==> config.mk <==
export PLATFORM = sky130hd
export DESIGN_NAME = battery_thermal_charge_control_core
export DESIGN_NICKNAME = d
export VERILOG_FILES = /design/src/btcc_pkg.sv /design/src/btcc_temp_filter.sv /design/src/btcc_fsm.sv /design/src/btcc_current.sv /design/src/battery_thermal_charge_control_core.sv
export VERILOG_INCLUDE_DIRS = /design/src /design/src/src
export SDC_FILE = /design/constraint.sdc
export NUM_CORES = 1
export LEC_CHECK = 0
export BUFFER_PORTS_ARGS = -buffer_cell sky130_fd_sc_hd__clkbuf_2
export CAP_MARGIN = 10
export CORE_MARGIN = 4
export CORE_UTILIZATION = 50
export CTS_CLUSTER_SIZE = 16
export DETAILED_ROUTE_END_ITERATION = 7
export HOLD_SLACK_MARGIN = 0.15
export PLACE_DENSITY = 0.71
export SYNTH_ARGS = -nofsm -noshare
export SYNTH_HDL_FRONTEND = slang
export SYNTH_SLANG_ARGS = --single-unit
==> constraint.sdc <==
create_clock -name i_clk -period 8.5 [get_ports i_clk]
set_clock_uncertainty 0.05 [all_clocks]
set_input_delay 0.425 -clock i_clk [delete_from_list [all_inputs] [get_ports i_clk]]
set_output_delay 0.425 -clock i_clk [all_outputs]
set_load 0.03 [all_outputs]
==> src/battery_thermal_charge_control_core_assert.svh <==
// assertion helpers shared by the charge control modules
`ifndef BATTERY_THERMAL_CHARGE_CONTROL_CORE_ASSERT_SVH
`define BATTERY_THERMAL_CHARGE_CONTROL_CORE_ASSERT_SVH

// same-cycle implication, disabled while in reset
`define BTCC_ASSERT_IMP(label, clk, rst_n, ante, cons, msg) \
    label: assert property (@(posedge clk) disable iff (!rst_n) (ante) |-> (cons)) \
        else $error(msg);

// next-cycle implication, disabled while in reset
`define BTCC_ASSERT_NXT(label, clk, rst_n, ante, cons, msg) \
    label: assert property (@(posedge clk) disable iff (!rst_n) (ante) |=> (cons)) \
        else $error(msg);

`endif

==> src/btcc_pkg.sv <==
package btcc_pkg;

    // field widths
    localparam int TEMP_W      = 8;
    localparam int VOLT_W      = 23;
    localparam int CUR_W       = 13;
    localparam int CFG_ADDR_W  = 3;
    localparam int CFG_DATA_W  = 23;
    localparam int IN_TDATA_W  = 64;
    localparam int OUT_TDATA_W = 24;

    // configuration register indexes
    localparam logic [CFG_ADDR_W-1:0] CFG_STOP_VOLTAGE   = 3'd0;
    localparam logic [CFG_ADDR_W-1:0] CFG_REDUCED_CUR    = 3'd1;
    localparam logic [CFG_ADDR_W-1:0] CFG_DEFAULT_CUR    = 3'd2;
    localparam logic [CFG_ADDR_W-1:0] CFG_FILTER_EN      = 3'd3;
    localparam logic [CFG_ADDR_W-1:0] CFG_THERMAL_EN     = 3'd4;

    // configuration reset values
    localparam logic [VOLT_W-1:0] STOP_VOLTAGE_RST = 23'd4000000;
    localparam logic [CUR_W-1:0]  REDUCED_CUR_RST  = 13'd450;
    localparam logic [CUR_W-1:0]  DEFAULT_CUR_RST  = 13'd1000;

    // temperature band upper limits, degrees C
    localparam logic signed [TEMP_W-1:0] TEMP_FREEZE_MAX = -8'sd11;
    localparam logic signed [TEMP_W-1:0] TEMP_COLD_MAX   = -8'sd5;
    localparam logic signed [TEMP_W-1:0] TEMP_MILD_MAX   = 8'sd42;
    localparam logic signed [TEMP_W-1:0] TEMP_WARM1_MAX  = 8'sd45;
    localparam logic signed [TEMP_W-1:0] TEMP_WARM2_MAX  = 8'sd51;
    localparam logic signed [TEMP_W-1:0] TEMP_HOT_MAX    = 8'sd54;

    // repeat filter window
    localparam logic signed [TEMP_W-1:0] TEMP_FILTER_LO = 8'sd40;
    localparam logic signed [TEMP_W-1:0] TEMP_FILTER_HI = 8'sd50;
    localparam logic signed [TEMP_W:0]   TEMP_DIFF_LO   = -9'sd1;
    localparam logic signed [TEMP_W:0]   TEMP_DIFF_HI   = 9'sd2;
    localparam logic signed [TEMP_W-1:0] TEMP_HELD_RST  = 8'sd25;

    typedef enum logic [1:0] {
        MODE_NORMAL  = 2'd0,
        MODE_REDUCED = 2'd1,
        MODE_STOPPED = 2'd2
    } t_mode;

    typedef enum logic [2:0] {
        CHG_NONE      = 3'd0,
        CHG_NORM_STOP = 3'd1,
        CHG_NORM_RED  = 3'd2,
        CHG_RED_NORM  = 3'd3,
        CHG_RED_STOP  = 3'd4,
        CHG_STOP_NORM = 3'd5,
        CHG_STOP_RED  = 3'd6
    } t_change;

    typedef enum logic [1:0] {
        HEALTH_GOOD     = 2'd0,
        HEALTH_OVERHEAT = 2'd1,
        HEALTH_COLD     = 2'd2
    } t_health;

    typedef enum logic [2:0] {
        BAND_FREEZE   = 3'd0,
        BAND_COLD     = 3'd1,
        BAND_MILD     = 3'd2,
        BAND_WARM1    = 3'd3,
        BAND_WARM2    = 3'd4,
        BAND_HOT      = 3'd5,
        BAND_OVERHEAT = 3'd6
    } t_band;

    // charge state machine result for one sample
    typedef struct packed {
        t_mode   mode;
        t_change code;
        logic    plug_in;
        logic    ui_charging;
    } t_fsm_res;

endpackage

==> src/btcc_temp_filter.sv <==
module btcc_temp_filter (
    input  logic                                i_clk,
    input  logic                                i_rst_n,
    input  logic                                i_en,
    input  logic                                i_filter_enable,
    input  logic signed [btcc_pkg::TEMP_W-1:0]  i_temp,
    output btcc_pkg::t_band                     o_band,
    output btcc_pkg::t_health                   o_health
);
    import btcc_pkg::*;

    logic signed [TEMP_W-1:0] r_held_temp;
    logic signed [TEMP_W-1:0] n_held_temp;
    logic signed [TEMP_W:0]   w_diff;
    logic                     w_in_window;
    logic signed [TEMP_W-1:0] w_temp;

    // with the filter enabled, a sample inside the window just keeps the
    // held value and anything else replaces it
    assign w_diff = {i_temp[TEMP_W-1], i_temp} - {r_held_temp[TEMP_W-1], r_held_temp};
    assign w_in_window = (i_temp >= TEMP_FILTER_LO) && (i_temp <= TEMP_FILTER_HI)
                         && (w_diff >= TEMP_DIFF_LO) && (w_diff <= TEMP_DIFF_HI);
    assign w_temp      = (i_filter_enable && w_in_window) ? r_held_temp : i_temp;
    assign n_held_temp = i_filter_enable ? w_temp : r_held_temp;

    // held temperature
    always_ff @(posedge i_clk) begin
        if (!i_rst_n) begin
            r_held_temp <= TEMP_HELD_RST;
        end else if (i_en) begin
            r_held_temp <= n_held_temp;
        end
    end

    // band sort
    always_comb begin
        if (w_temp <= TEMP_FREEZE_MAX) begin
            o_band = BAND_FREEZE;
        end else if (w_temp <= TEMP_COLD_MAX) begin
            o_band = BAND_COLD;
        end else if (w_temp <= TEMP_MILD_MAX) begin
            o_band = BAND_MILD;
        end else if (w_temp <= TEMP_WARM1_MAX) begin
            o_band = BAND_WARM1;
        end else if (w_temp <= TEMP_WARM2_MAX) begin
            o_band = BAND_WARM2;
        end else if (w_temp <= TEMP_HOT_MAX) begin
            o_band = BAND_HOT;
        end else begin
            o_band = BAND_OVERHEAT;
        end
    end

    // health code from the extreme bands
    always_comb begin
        case (o_band)
            BAND_OVERHEAT: o_health = HEALTH_OVERHEAT;
            BAND_FREEZE:   o_health = HEALTH_COLD;
            default:       o_health = HEALTH_GOOD;
        endcase
    end

endmodule

==> src/btcc_fsm.sv <==
`include "battery_thermal_charge_control_core_assert.svh"

module btcc_fsm (
    input  logic                               i_clk,
    input  logic                               i_rst_n,
    input  logic                               i_en,
    input  logic                               i_charger_present,
    input  btcc_pkg::t_band                    i_band,
    input  logic [btcc_pkg::VOLT_W-1:0]        i_voltage,
    input  logic [btcc_pkg::VOLT_W-1:0]        i_stop_voltage,
    output btcc_pkg::t_fsm_res                 o_res
);
    import btcc_pkg::*;

    t_mode   r_mode;
    t_mode   n_mode;
    logic    r_charger_seen;
    logic    r_ui;
    logic    n_ui;
    t_change w_code;
    t_mode   w_mode_eff;
    logic    w_plug;
    logic    w_extreme;
    logic    w_volt_above;
    logic    w_volt_below;

    // plug-in edge restarts from normal
    assign w_plug       = i_charger_present && !r_charger_seen;
    assign w_mode_eff   = w_plug ? MODE_NORMAL : r_mode;
    assign w_extreme    = (i_band == BAND_FREEZE) || (i_band == BAND_OVERHEAT);
    assign w_volt_above = i_voltage > i_stop_voltage;
    assign w_volt_below = i_voltage < i_stop_voltage;

    // next state
    always_comb begin
        n_mode = w_mode_eff;
        case (w_mode_eff)
            MODE_NORMAL: begin
                if (w_extreme) begin
                    n_mode = MODE_STOPPED;
                end else if (i_band >= BAND_WARM2 || i_band <= BAND_COLD) begin
                    n_mode = w_volt_above ? MODE_STOPPED : MODE_REDUCED;
                end
            end
            MODE_REDUCED: begin
                if (w_extreme) begin
                    n_mode = MODE_STOPPED;
                end else if (i_band == BAND_MILD) begin
                    n_mode = MODE_NORMAL;
                end else if (w_volt_above) begin
                    n_mode = MODE_STOPPED;
                end
            end
            MODE_STOPPED: begin
                if (w_extreme) begin
                    n_mode = MODE_STOPPED;
                end else if (i_band == BAND_MILD) begin
                    n_mode = MODE_NORMAL;
                end else if ((i_band == BAND_WARM1 || i_band == BAND_WARM2) && w_volt_below) begin
                    n_mode = MODE_REDUCED;
                end
            end
            default: n_mode = w_mode_eff;
        endcase
    end

    // transition code and ui flag
    always_comb begin
        w_code = CHG_NONE;
        n_ui   = r_ui;
        case (w_mode_eff)
            MODE_NORMAL: begin
                if (w_extreme) begin
                    w_code = CHG_NORM_STOP;
                    n_ui   = 1'b0;
                end else if (i_band >= BAND_WARM2 || i_band <= BAND_COLD) begin
                    w_code = w_volt_above ? CHG_NORM_STOP : CHG_NORM_RED;
                    n_ui   = 1'b1;
                end
            end
            MODE_REDUCED: begin
                if (w_extreme) begin
                    w_code = CHG_RED_STOP;
                    n_ui   = 1'b0;
                end else if (i_band == BAND_MILD) begin
                    w_code = CHG_RED_NORM;
                    n_ui   = 1'b1;
                end else if (w_volt_above) begin
                    w_code = CHG_RED_STOP;
                    n_ui   = 1'b1;
                end
            end
            MODE_STOPPED: begin
                if (w_extreme) begin
                    n_ui   = 1'b0;
                end else if (i_band == BAND_MILD) begin
                    w_code = CHG_STOP_NORM;
                    n_ui   = 1'b1;
                end else if (i_band == BAND_WARM1 || i_band == BAND_WARM2) begin
                    if (w_volt_below) begin
                        w_code = CHG_STOP_RED;
                    end
                    n_ui   = 1'b1;
                end
            end
            default: begin
                w_code = CHG_NONE;
                n_ui   = r_ui;
            end
        endcase
    end

    // state registers
    always_ff @(posedge i_clk) begin
        if (!i_rst_n) begin
            r_mode         <= MODE_NORMAL;
            r_charger_seen <= 1'b0;
            r_ui           <= 1'b0;
        end else if (i_en) begin
            r_mode         <= n_mode;
            r_charger_seen <= i_charger_present;
            r_ui           <= n_ui;
        end
    end

    assign o_res.mode        = n_mode;
    assign o_res.code        = w_code;
    assign o_res.plug_in     = w_plug;
    assign o_res.ui_charging = n_ui;

    // checks
    `BTCC_ASSERT_NXT(a_mode_needs_code, i_clk, i_rst_n, i_en && (w_code == CHG_NONE) && !w_plug, r_mode == $past(r_mode), "mode changed without a transition code")
    `BTCC_ASSERT_NXT(a_extreme_stops, i_clk, i_rst_n, i_en && w_extreme, (r_mode == MODE_STOPPED) && !r_ui, "extreme band did not stop charging")
    `BTCC_ASSERT_NXT(a_charger_tracked, i_clk, i_rst_n, i_en, r_charger_seen == $past(i_charger_present), "charger level not recorded")

endmodule

==> src/btcc_current.sv <==
module btcc_current (
    input  logic                            i_clk,
    input  logic                            i_rst_n,
    input  logic                            i_en,
    input  logic                            i_thermal_enable,
    input  btcc_pkg::t_mode                 i_mode,
    input  logic [btcc_pkg::CUR_W-1:0]      i_thermal_limit,
    input  logic [btcc_pkg::CUR_W-1:0]      i_max_current,
    input  logic [btcc_pkg::CUR_W-1:0]      i_reduced_current,
    input  logic [btcc_pkg::CUR_W-1:0]      i_default_current,
    output logic [btcc_pkg::CUR_W-1:0]      o_current,
    output logic                            o_changed
);
    import btcc_pkg::*;

    logic [CUR_W-1:0] r_last_current;

    // drive current by mode, with thermal limit when enabled
    always_comb begin
        if (i_thermal_enable) begin
            case (i_mode)
                MODE_NORMAL: begin
                    o_current = (i_thermal_limit <= i_max_current) ? i_thermal_limit
                                                                   : i_max_current;
                end
                MODE_REDUCED: begin
                    o_current = (i_thermal_limit <= i_reduced_current) ? i_thermal_limit
                                                                       : i_reduced_current;
                end
                default: o_current = i_default_current;
            endcase
        end else begin
            o_current = (i_mode == MODE_REDUCED) ? i_reduced_current : i_default_current;
        end
    end

    assign o_changed = i_thermal_enable && (o_current != r_last_current);

    // last applied current, tracked only under thermal control
    always_ff @(posedge i_clk) begin
        if (!i_rst_n) begin
            r_last_current <= '0;
        end else if (i_en && o_changed) begin
            r_last_current <= o_current;
        end
    end

endmodule

==> src/battery_thermal_charge_control_core.sv <==
// Battery thermal charge control: takes one battery sample per transaction and returns one
// result per sample. A sample is accepted every clock cycle when results are taken; a sample
// is first captured in the input register and is written into the result register when the
// result slot frees, and its result is then offered from the result register.
// The temperature filter, band sort, charge state machine and drive current selection all
// settle between those two registers, so the state left by one sample is in place for the
// next one. A stalled output holds the result register and, once the input register is also
// full, deasserts s_axis_tready. Configuration registers are written through the plain write
// port and take effect for the samples that follow.
`include "battery_thermal_charge_control_core_assert.svh"

module battery_thermal_charge_control_core (
    input  logic                                  i_clk,
    input  logic                                  i_rst_n,
    // configuration write port
    input  logic                                  i_cfg_we,
    input  logic [btcc_pkg::CFG_ADDR_W-1:0]       i_cfg_addr,
    input  logic [btcc_pkg::CFG_DATA_W-1:0]       i_cfg_data,
    // sample stream
    input  logic                                  s_axis_tvalid,
    output logic                                  s_axis_tready,
    // charger_present, temp_celsius, voltage_uv, thermal_limit_ma, max_current_ma, zero pad
    input  logic [btcc_pkg::IN_TDATA_W-1:0]       s_axis_tdata,
    // result stream
    output logic                                  m_axis_tvalid,
    input  logic                                  m_axis_tready,
    // charge_state, change_code, update_req, charge_disable, drive_current_ma, health,
    // ui_charging, zero pad
    output logic [btcc_pkg::OUT_TDATA_W-1:0]      m_axis_tdata
);
    import btcc_pkg::*;

    // configuration registers
    logic [VOLT_W-1:0] r_stop_voltage;
    logic [CUR_W-1:0]  r_reduced_current;
    logic [CUR_W-1:0]  r_default_current;
    logic              r_filter_enable;
    logic              r_thermal_enable;

    // input register
    logic                     r_in_valid;
    logic                     r_in_present;
    logic signed [TEMP_W-1:0] r_in_temp;
    logic [VOLT_W-1:0]        r_in_voltage;
    logic [CUR_W-1:0]         r_in_thermal_limit;
    logic [CUR_W-1:0]         r_in_max_current;

    // result register
    logic             r_out_valid;
    t_mode            r_out_state;
    t_change          r_out_code;
    logic             r_out_force;
    logic             r_out_disable;
    logic [CUR_W-1:0] r_out_current;
    t_health          r_out_health;
    logic             r_out_ui;

    logic             w_advance;
    t_band            w_band;
    t_health          w_health;
    t_fsm_res         w_fsm;
    logic [CUR_W-1:0] w_current;
    logic             w_cur_changed;

    // configuration writes
    always_ff @(posedge i_clk) begin
        if (!i_rst_n) begin
            r_stop_voltage    <= STOP_VOLTAGE_RST;
            r_reduced_current <= REDUCED_CUR_RST;
            r_default_current <= DEFAULT_CUR_RST;
            r_filter_enable   <= 1'b0;
            r_thermal_enable  <= 1'b0;
        end else if (i_cfg_we) begin
            case (i_cfg_addr)
                CFG_STOP_VOLTAGE: r_stop_voltage    <= i_cfg_data[VOLT_W-1:0];
                CFG_REDUCED_CUR:  r_reduced_current <= i_cfg_data[CUR_W-1:0];
                CFG_DEFAULT_CUR:  r_default_current <= i_cfg_data[CUR_W-1:0];
                CFG_FILTER_EN:    r_filter_enable   <= i_cfg_data[0];
                CFG_THERMAL_EN:   r_thermal_enable  <= i_cfg_data[0];
                default: ;
            endcase
        end
    end

    // handshake: the sample in the input register moves on when the result slot frees
    assign w_advance     = r_in_valid && (!r_out_valid || m_axis_tready);
    assign s_axis_tready = !r_in_valid || w_advance;

    // input register
    always_ff @(posedge i_clk) begin
        if (!i_rst_n) begin
            r_in_valid <= 1'b0;
        end else if (s_axis_tready) begin
            r_in_valid <= s_axis_tvalid;
        end
    end

    always_ff @(posedge i_clk) begin
        if (s_axis_tvalid && s_axis_tready) begin
            r_in_present       <= s_axis_tdata[0];
            r_in_temp          <= $signed(s_axis_tdata[8:1]);
            r_in_voltage       <= s_axis_tdata[31:9];
            r_in_thermal_limit <= s_axis_tdata[44:32];
            r_in_max_current   <= s_axis_tdata[57:45];
        end
    end

    // temperature filter and band sort
    btcc_temp_filter u_filter (
        .i_clk           (i_clk),
        .i_rst_n         (i_rst_n),
        .i_en            (w_advance),
        .i_filter_enable (r_filter_enable),
        .i_temp          (r_in_temp),
        .o_band          (w_band),
        .o_health        (w_health)
    );

    // charge state machine
    btcc_fsm u_fsm (
        .i_clk             (i_clk),
        .i_rst_n           (i_rst_n),
        .i_en              (w_advance),
        .i_charger_present (r_in_present),
        .i_band            (w_band),
        .i_voltage         (r_in_voltage),
        .i_stop_voltage    (r_stop_voltage),
        .o_res             (w_fsm)
    );

    // drive current selection
    btcc_current u_current (
        .i_clk             (i_clk),
        .i_rst_n           (i_rst_n),
        .i_en              (w_advance),
        .i_thermal_enable  (r_thermal_enable),
        .i_mode            (w_fsm.mode),
        .i_thermal_limit   (r_in_thermal_limit),
        .i_max_current     (r_in_max_current),
        .i_reduced_current (r_reduced_current),
        .i_default_current (r_default_current),
        .o_current         (w_current),
        .o_changed         (w_cur_changed)
    );

    // result register
    always_ff @(posedge i_clk) begin
        if (!i_rst_n) begin
            r_out_valid <= 1'b0;
        end else if (w_advance) begin
            r_out_valid <= 1'b1;
        end else if (m_axis_tready) begin
            r_out_valid <= 1'b0;
        end
    end

    always_ff @(posedge i_clk) begin
        if (w_advance) begin
            r_out_state   <= w_fsm.mode;
            r_out_code    <= w_fsm.code;
            r_out_force   <= w_fsm.plug_in || w_cur_changed;
            r_out_disable <= (w_fsm.mode == MODE_STOPPED);
            r_out_current <= w_current;
            r_out_health  <= w_health;
            r_out_ui      <= w_fsm.ui_charging;
        end
    end

    assign m_axis_tvalid = r_out_valid;
    assign m_axis_tdata  = {1'b0, r_out_ui, r_out_health, r_out_current, r_out_disable,
                            r_out_force, r_out_code, r_out_state};

    // checks
    `BTCC_ASSERT_NXT(a_in_held, i_clk, i_rst_n, r_in_valid && !w_advance, r_in_valid, "waiting sample lost")
    `BTCC_ASSERT_IMP(a_stop_code_state, i_clk, i_rst_n, r_out_valid && (r_out_code == CHG_NORM_STOP || r_out_code == CHG_RED_STOP), r_out_state == MODE_STOPPED, "stop transition without stopped state")
    `BTCC_ASSERT_IMP(a_bad_health_stops, i_clk, i_rst_n, r_out_valid && (r_out_health != HEALTH_GOOD), r_out_state == MODE_STOPPED && r_out_disable, "extreme band result not stopped")

endmodule
### Yosys cells after proc, flatten, opt, wreduce, memory -nomap -nowiden

Index checks and enable logic that the tools add are counted.
W data, S select, Z words.

* register bits: 159
* bits in latches: 0
* memory bits (writable): 0
* ROM bits: 0
* bits of input ports: 95
* memories kept: 0

* $add $sub $neg: 1
* $mul: 0
* divide/modulo/power cells: 0
* order comparisons: 16
* equality and inequality tests: 13
* shift-type cells: 0
* multiplexer cells: 46
* bitwise gates (word level): 0
* reduce and logical (&&, ||, !) cells: 30

Operator list (count)
* $mux W13: 4
* $mux W3: 14
* $le A8 B7 Y1 const B: 5
* $le A13 B13 Y1: 2
* $pmux W13 S2: 1
* $mux W2: 12
* $gt A23 B23 Y1: 1
* $lt A23 B23 Y1: 1
* $ne A13 B13 Y1: 1
* $eq A3 B2 Y1 const B: 4
* $reduce_and A2 Y1: 6
* $logic_and A1 B1 Y1: 10
* $mux W1: 10
* $eq A3 B3 Y1 const B: 3
* $ge A9 B1 Y1 const B: 1
* $le A9 B3 Y1 const B: 1
* $pmux W3 S3: 1
* $sub A8 B8 Y9: 1
* $ge A8 B7 Y1 const B: 1
* $le A8 B4 Y1 const B: 1
* $le A8 B5 Y1 const B: 1
* $mux W8: 1
* $logic_not A3 Y1: 2
* $logic_or A1 B1 Y1: 6
* 11 further kinds: 16

### Longest topological paths before layout

* word-level depth: 26
* mapped depth: 29
* depth with buffers taken out: 26

### Hierarchy

Synthesis repeated with hierarchy kept, for this count alone.

* cells, all modules: 1044
* area total of the unflattened synthesis: 9833.2 sq um

By module, submodules not included
* battery_thermal_charge_control_core: instances 1, cells an instance 302, area each 4628.2 sq um, seq. area each 3493.4 sq um
* btcc_current: instances 1, cells an instance 415, area each 2884.0 sq um, seq. area each 260.2 sq um
* btcc_temp_filter: instances 1, cells an instance 166, area each 1188.6 sq um, seq. area each 160.2 sq um
* btcc_fsm: instances 1, cells an instance 161, area each 1132.3 sq um, seq. area each 80.1 sq um

### Least setup slack after synthesis

Ideal clock, no wire load.

* path type: reg2reg
* start: register r_in_temp[0]
* end: register u_current.r_last_current[10]
* library setup time: 0.120 ns
* arrival: 5.955 ns
* data required time: 8.330 ns
* slack: 2.376 ns
* stages on the path, launching flop included: 29
* path buffers: 3
* clock period less this slack: 6.124 ns
* cell sequence: edfxtp_1 > inv_1 > ha_1 > inv_1 > fa_1 > a21o_1 > a221o_1 > xor2_1 > nand3_1 > nor3_1 > ha_1 > nor2b_1 > nor2_1 > o2111ai_1 > a2111o_1 > and3_1 > buf_6 > a311o_4 > a32oi_1 > o211a_2 > and2_4 > buf_4 > nand2_1 > o31ai_4 > xor2_1 > a311oi_4 > a31oi_4 > buf_6 > mux2i_1

* cells in the longest elaborated chain, start to end: 26
* elaborated cells between the ends (all ways): 49
* those cells by class: add/sub: 1; order compare: 12; eq/ne: 6; mux: 18; reduce/logical: 12

Ends and longest elaborated chain
* start, declared: RTL line battery_thermal_charge_control_core.sv:43 `logic signed [TEMP_W-1:0] r_in_temp;`
* start signal, assigned: RTL line battery_thermal_charge_control_core.sv:101 `r_in_temp <= $signed(s_axis_tdata[8:1]);`
* $sub A8 B8 Y9, or another cell as far along: RTL line btcc_temp_filter.sv:20 `assign w_diff = {i_temp[TEMP_W-1], i_temp} - {r_held_temp[TEMP_W-1], r_held_temp};`
* $ge A9 B1 Y1 or $logic_and A1 B1 Y1 (tied branches): RTL line btcc_temp_filter.sv:22, btcc_temp_filter.sv:21
* $logic_and A1 B1 Y1 (2 in series): RTL line btcc_temp_filter.sv:22 `&& (w_diff >= TEMP_DIFF_LO) && (w_diff <= TEMP_DIFF_HI);`
* $logic_and A1 B1 Y1: RTL line btcc_temp_filter.sv:23 `assign w_temp = (i_filter_enable && w_in_window) ? r_held_temp : i_temp;`
* $mux W8 (*): RTL line btcc_temp_filter.sv:23
* $le A8 B7 Y1: RTL line btcc_temp_filter.sv:47 `end else if (w_temp <= TEMP_HOT_MAX) begin`
* $mux W2: RTL line btcc_temp_filter.sv:47
* $mux W3: RTL line btcc_temp_filter.sv:45 `end else if (w_temp <= TEMP_WARM2_MAX) begin`
* [... 10 more ...]
* $pmux W2 S3 (*): RTL line btcc_fsm.sv:37 `case (w_mode_eff)`
* $eq A2 B1 Y1 or $logic_not A2 Y1 (tied branches): RTL line btcc_current.sv:21, btcc_current.sv:33
* $pmux W13 S2 or $mux W13 (tied branches): RTL line btcc_current.sv:21, btcc_current.sv:33
* $mux W13 (*): RTL line btcc_current.sv:20 `if (i_thermal_enable) begin`
* net u_current.o_current (one bit): RTL line btcc_current.sv:11 `output logic [btcc_pkg::CUR_W-1:0] o_current,`
* $ne A13 B13 Y1 (*): RTL line btcc_current.sv:37 `assign o_changed = i_thermal_enable && (o_current != r_last_current);`
* $logic_and A1 B1 Y1 (*): RTL line btcc_current.sv:37
* $logic_and A1 B1 Y1 (*): RTL line btcc_current.sv:43 `end else if (i_en && o_changed) begin`
* end signal, assigned: RTL line btcc_current.sv:44 `r_last_current <= o_current;`
* end, declared: RTL line btcc_current.sv:16 `logic [CUR_W-1:0] r_last_current;`

Mark *: on every way through the listed nets, which the timed path passes. The rest lies on a longest branch.
A chain may end at the register's enable or synchronous reset.

### Worst setup path in the final report

* start: register r_in_temp[0]
* end: register u_current.r_last_current[2]

The elaborated chain is that of the path after synthesis.

==> metrics.csv <==
stage,metric,value,unit
placement,dp_hpwl,16000,um
synth,yosys_warnings,0,
detailed_routing,drc,0,
flow_run,maxCapViolations,0,
layout,area_growth,20.4,%
detailed_routing,dr_total_vias,7621,
layout,fill_cells,1510,
synth,synth_cell_type_count,92,
placement,gp_congestion,0.947,
global_routing,grt_pass1_vias,7503,
synth,syn_area,9110,um^2
clock_network,cts-root-buf,clkbuf_16,
detailed_routing,ant_nets,0,
synth,syn_area_per_cell,9.66,um^2
global_routing,grt_max_degree,89,
synth,synth-seq-area-share,0.438,
clock_network,clkTransAtPathRegs,0.06,ns
synth,ys_async_sr_fraction,0,
pwr,power.switching,0.496,mW
clock_network,clkLatencyLatePin,0.43,ns
worst_setup_path,worst-path-max-fanout,14,
pwr,total_power,1.97,mW
sta,tightest_slew,1.11,ns
detailed_routing,vias_per_cell,5.70,
global_routing,grt_pass1_wl,36800,um
sta,finalSetupTns,0,ns
detailed_routing,wl,22500,um
global_routing,track_usage,0.225,
clock_network,htreeDepth,4,
pwr,swShare,0.252,
layout,fin_area,11000,um^2
detailed_routing,drt_iter0_drc,542,
detailed_routing,highest_layer,met4,
clock_network,cts_buffers,17,
pwr,clkPwrFrac,0.422,
pwr,ir_worst_vdd,141,uV
clock_network,clockBufferDepth,2,
floorplan,dieArea,20400,um^2
worst_setup_path,critical_path_class,flop to flop,
detailed_routing,dr_wl_met2,11000,um
detailed_routing,routedWlPerCell,16.8,um
synth,syn_nets,1097,
pwr,power_leakage,4.37,nW
sta,fin_crit,7.29,ns
floorplan,fp-row-count,49,
clock_network,cts_tree,built,
sta,max_slew_margin,0.262,
worst_setup_path,reg2reg_slack,1.21,ns
pwr,seq_power_share,0.438,
sta,fmax,137,MHz
global_routing,grt-ovfl-total,0,
sta,hold_viol_final,0,
synth,synth_ff_type,edfxtp_1,
synth,ys_ff_latch,159,
floorplan,coreArea,18000,um^2
pwr,power.density,180,nW/um^2
layout,drive_gt1_frac,0.172,
worst_setup_path,end_kind,flop,
pwr,internal_power,1.48,mW
sta,rsz0062_at_grt,false,
worst_setup_path,arrival,7.59,ns
synth,synth_edf_count,81,
layout,fin_nets,1248,
floorplan,start_util,0.507,
clock_network,clock_sinks,159,
worst_setup_path,cp.required,8.80,ns
clock_network,post-cts-setup-buffers,0,
detailed_routing,wl_met1,9640,um
detailed_routing,met3WireLength,1300,um
detailed_routing,drt-pass1-iter-count,6,
sta,setup_viol,0,
worst_setup_path,critPathLaunchType,flop,
pwr,pwr-share-comb,0.140,
synth,syn_inst,943,
floorplan,fp.dieW,143,um
sta,fin_crit_sh,0.858,
layout,multi_input_comb_area,4590,um^2
layout,regArea,3990,um^2
layout,n_antenna_cell,0,
sta,slew_viol_final,0,
placement,io_buffers,113,
floorplan,pin_count,121,
run_status,outcome,finished clean,
floorplan,fp.dieH,143,um
global_routing,antenna_found_initial,0,
placement,place_area,9750,um^2
min_path,min_path_type,input pin to flop,
[registers in the layout (all words and copies together) (netlist names), 3 cells and up]
name                      count
u_filter.r_held_temp          8
r_in_max_current             13
r_reduced_current            13
u_current.r_last_current     13
r_in_temp                     8
r_out_current                13
r_in_thermal_limit           13
r_default_current            13
r_out_code                    3
r_in_voltage                 23
r_stop_voltage               23
[power by group through the flow]
stage,Combinational (mW),Clock (mW),Sequential [mW]
global placement,0.244,0,0.878
finish,0.276,0.832,0.862
global route,0.306,0.875,0.865
CTS,0.273,0.846,0.862
floorplan,0.176,0,0.880
detailed placement,0.249,0,0.878
[what timing repair did]
action / 4_1_cts / 5_1_grt
hold buffers: 58 / 0
endpoints found under the hold margin: 58 / 0
resized for setup: 0 / 0
[worst max-delay path: stages (launching register included)]
cell	delay, ns
edfxtp_1	0.49
inv_1	0.10
ha_1	0.15
inv_1	0.05
fa_1	0.42
a21o_1	0.20
a221o_1	0.33
xor2_1	0.39
nand3_1	0.12
nor3_1	0.18
ha_1	0.26
nor2b_1	0.16
nor2_1	0.18
o2111ai_1	0.16
a2111o_1	0.42
and3_1	0.31
a311o_4	0.46
a32oi_1	0.24
o211a_2	0.27
and2_4	0.27
inv_2	0.14
nor2_1	0.38
a31o_1	0.35
xor2_1	0.27
a311oi_4	0.07
a31oi_4	0.53
mux2i_1	0.26
[logic make-up after synthesis]
family / after synthesis / synth area share
AND/OR/NAND/NOR: 314 / 0.164
AO/OA/AOI/OAI: 251 / 0.214
flip-flops: 159 / 0.438
buffers and inverters: 119 / 0.0585
adder cells (fa/ha/maj): 59 / 0.0818
multiplexers: 27 / 0.0305
XOR/XNOR: 13 / 0.0125
other: 1 / 0.000412
[area by class of cell]
| type | count | area share |
|---|---|---|
| multi-input combinational | 665 | 0.418 |
| sequential | 159 | 0.364 |
| timing repair buffer | 174 | 0.106 |
| clock buffer | 21 | 0.0430 |
| inverter | 77 | 0.0263 |
| tap | 229 | 0.0261 |
| clock inverter | 11 | 0.0161 |
[cells in the final DEF, fill, tap and decap left out, drive strengths merged, types with 8 or more instances in the layout]
cell type,n
nand2,161
clkbuf,134
edfxtp,81
inv,80
dfxtp,78
ha,58
dlygate4sd3,58
a21oi,39
o21ai,35
a21boi,34
nor2,33
nand3,29
o211ai,25
mux2i,24
nor2b,17
o21a,16
nand4,15
nor3,12
a21o,10
and2,10
or3,9
xor2,9
o31ai,8
[path summary, 6_finish.rpt]
kind | start | to | cells past startpoint
worst max-delay path | r_in_temp[0] | u_current.r_last_current[2] | 26
worst min register to register | r_reduced_current[12] | r_reduced_current[12] | 2
worst max register to register | r_in_temp[0] | u_current.r_last_current[2] | 26
worst min-delay path | i_cfg_data[20] | r_stop_voltage[20] | 3
[synthesized netlist by cell type (23+ instances only)]
cell      number  area, um^2
dfxtp_1       78        1560
clkbuf_1      23        86.3
nand3_1       28         140
inv_1         76         285
nor2_1        32         120
a21oi_1       34         170
o211ai_1      25         188
a21boi_0      33         248
edfxtp_1      81        2430
nand2_1      160         601
o21ai_0       32         160
ha_1          58         726
mux2i_1       24         240
[through the flow]
stage,utilization,hold slack [ns],std cells,worst slack [ns]
after global routing,0.611,0.192,1336,0.740
after global placement,0.543,0.393,1246,1.39
after CTS,0.611,0.157,1336,1.30
after detailed placement,0.543,0.407,1246,1.36
after floorplan,-,0.385,943,2.38
final,0.611,0.182,1336,1.21
[layer usage]
layer  vias to the layer above  track usage
li1                       3737            -
met1                      3603        0.287
met2                       232        0.384
met3                        49       0.0466
met4                         0       0.0755
met5                         -            0
Power figures use the tool's default switching activity.
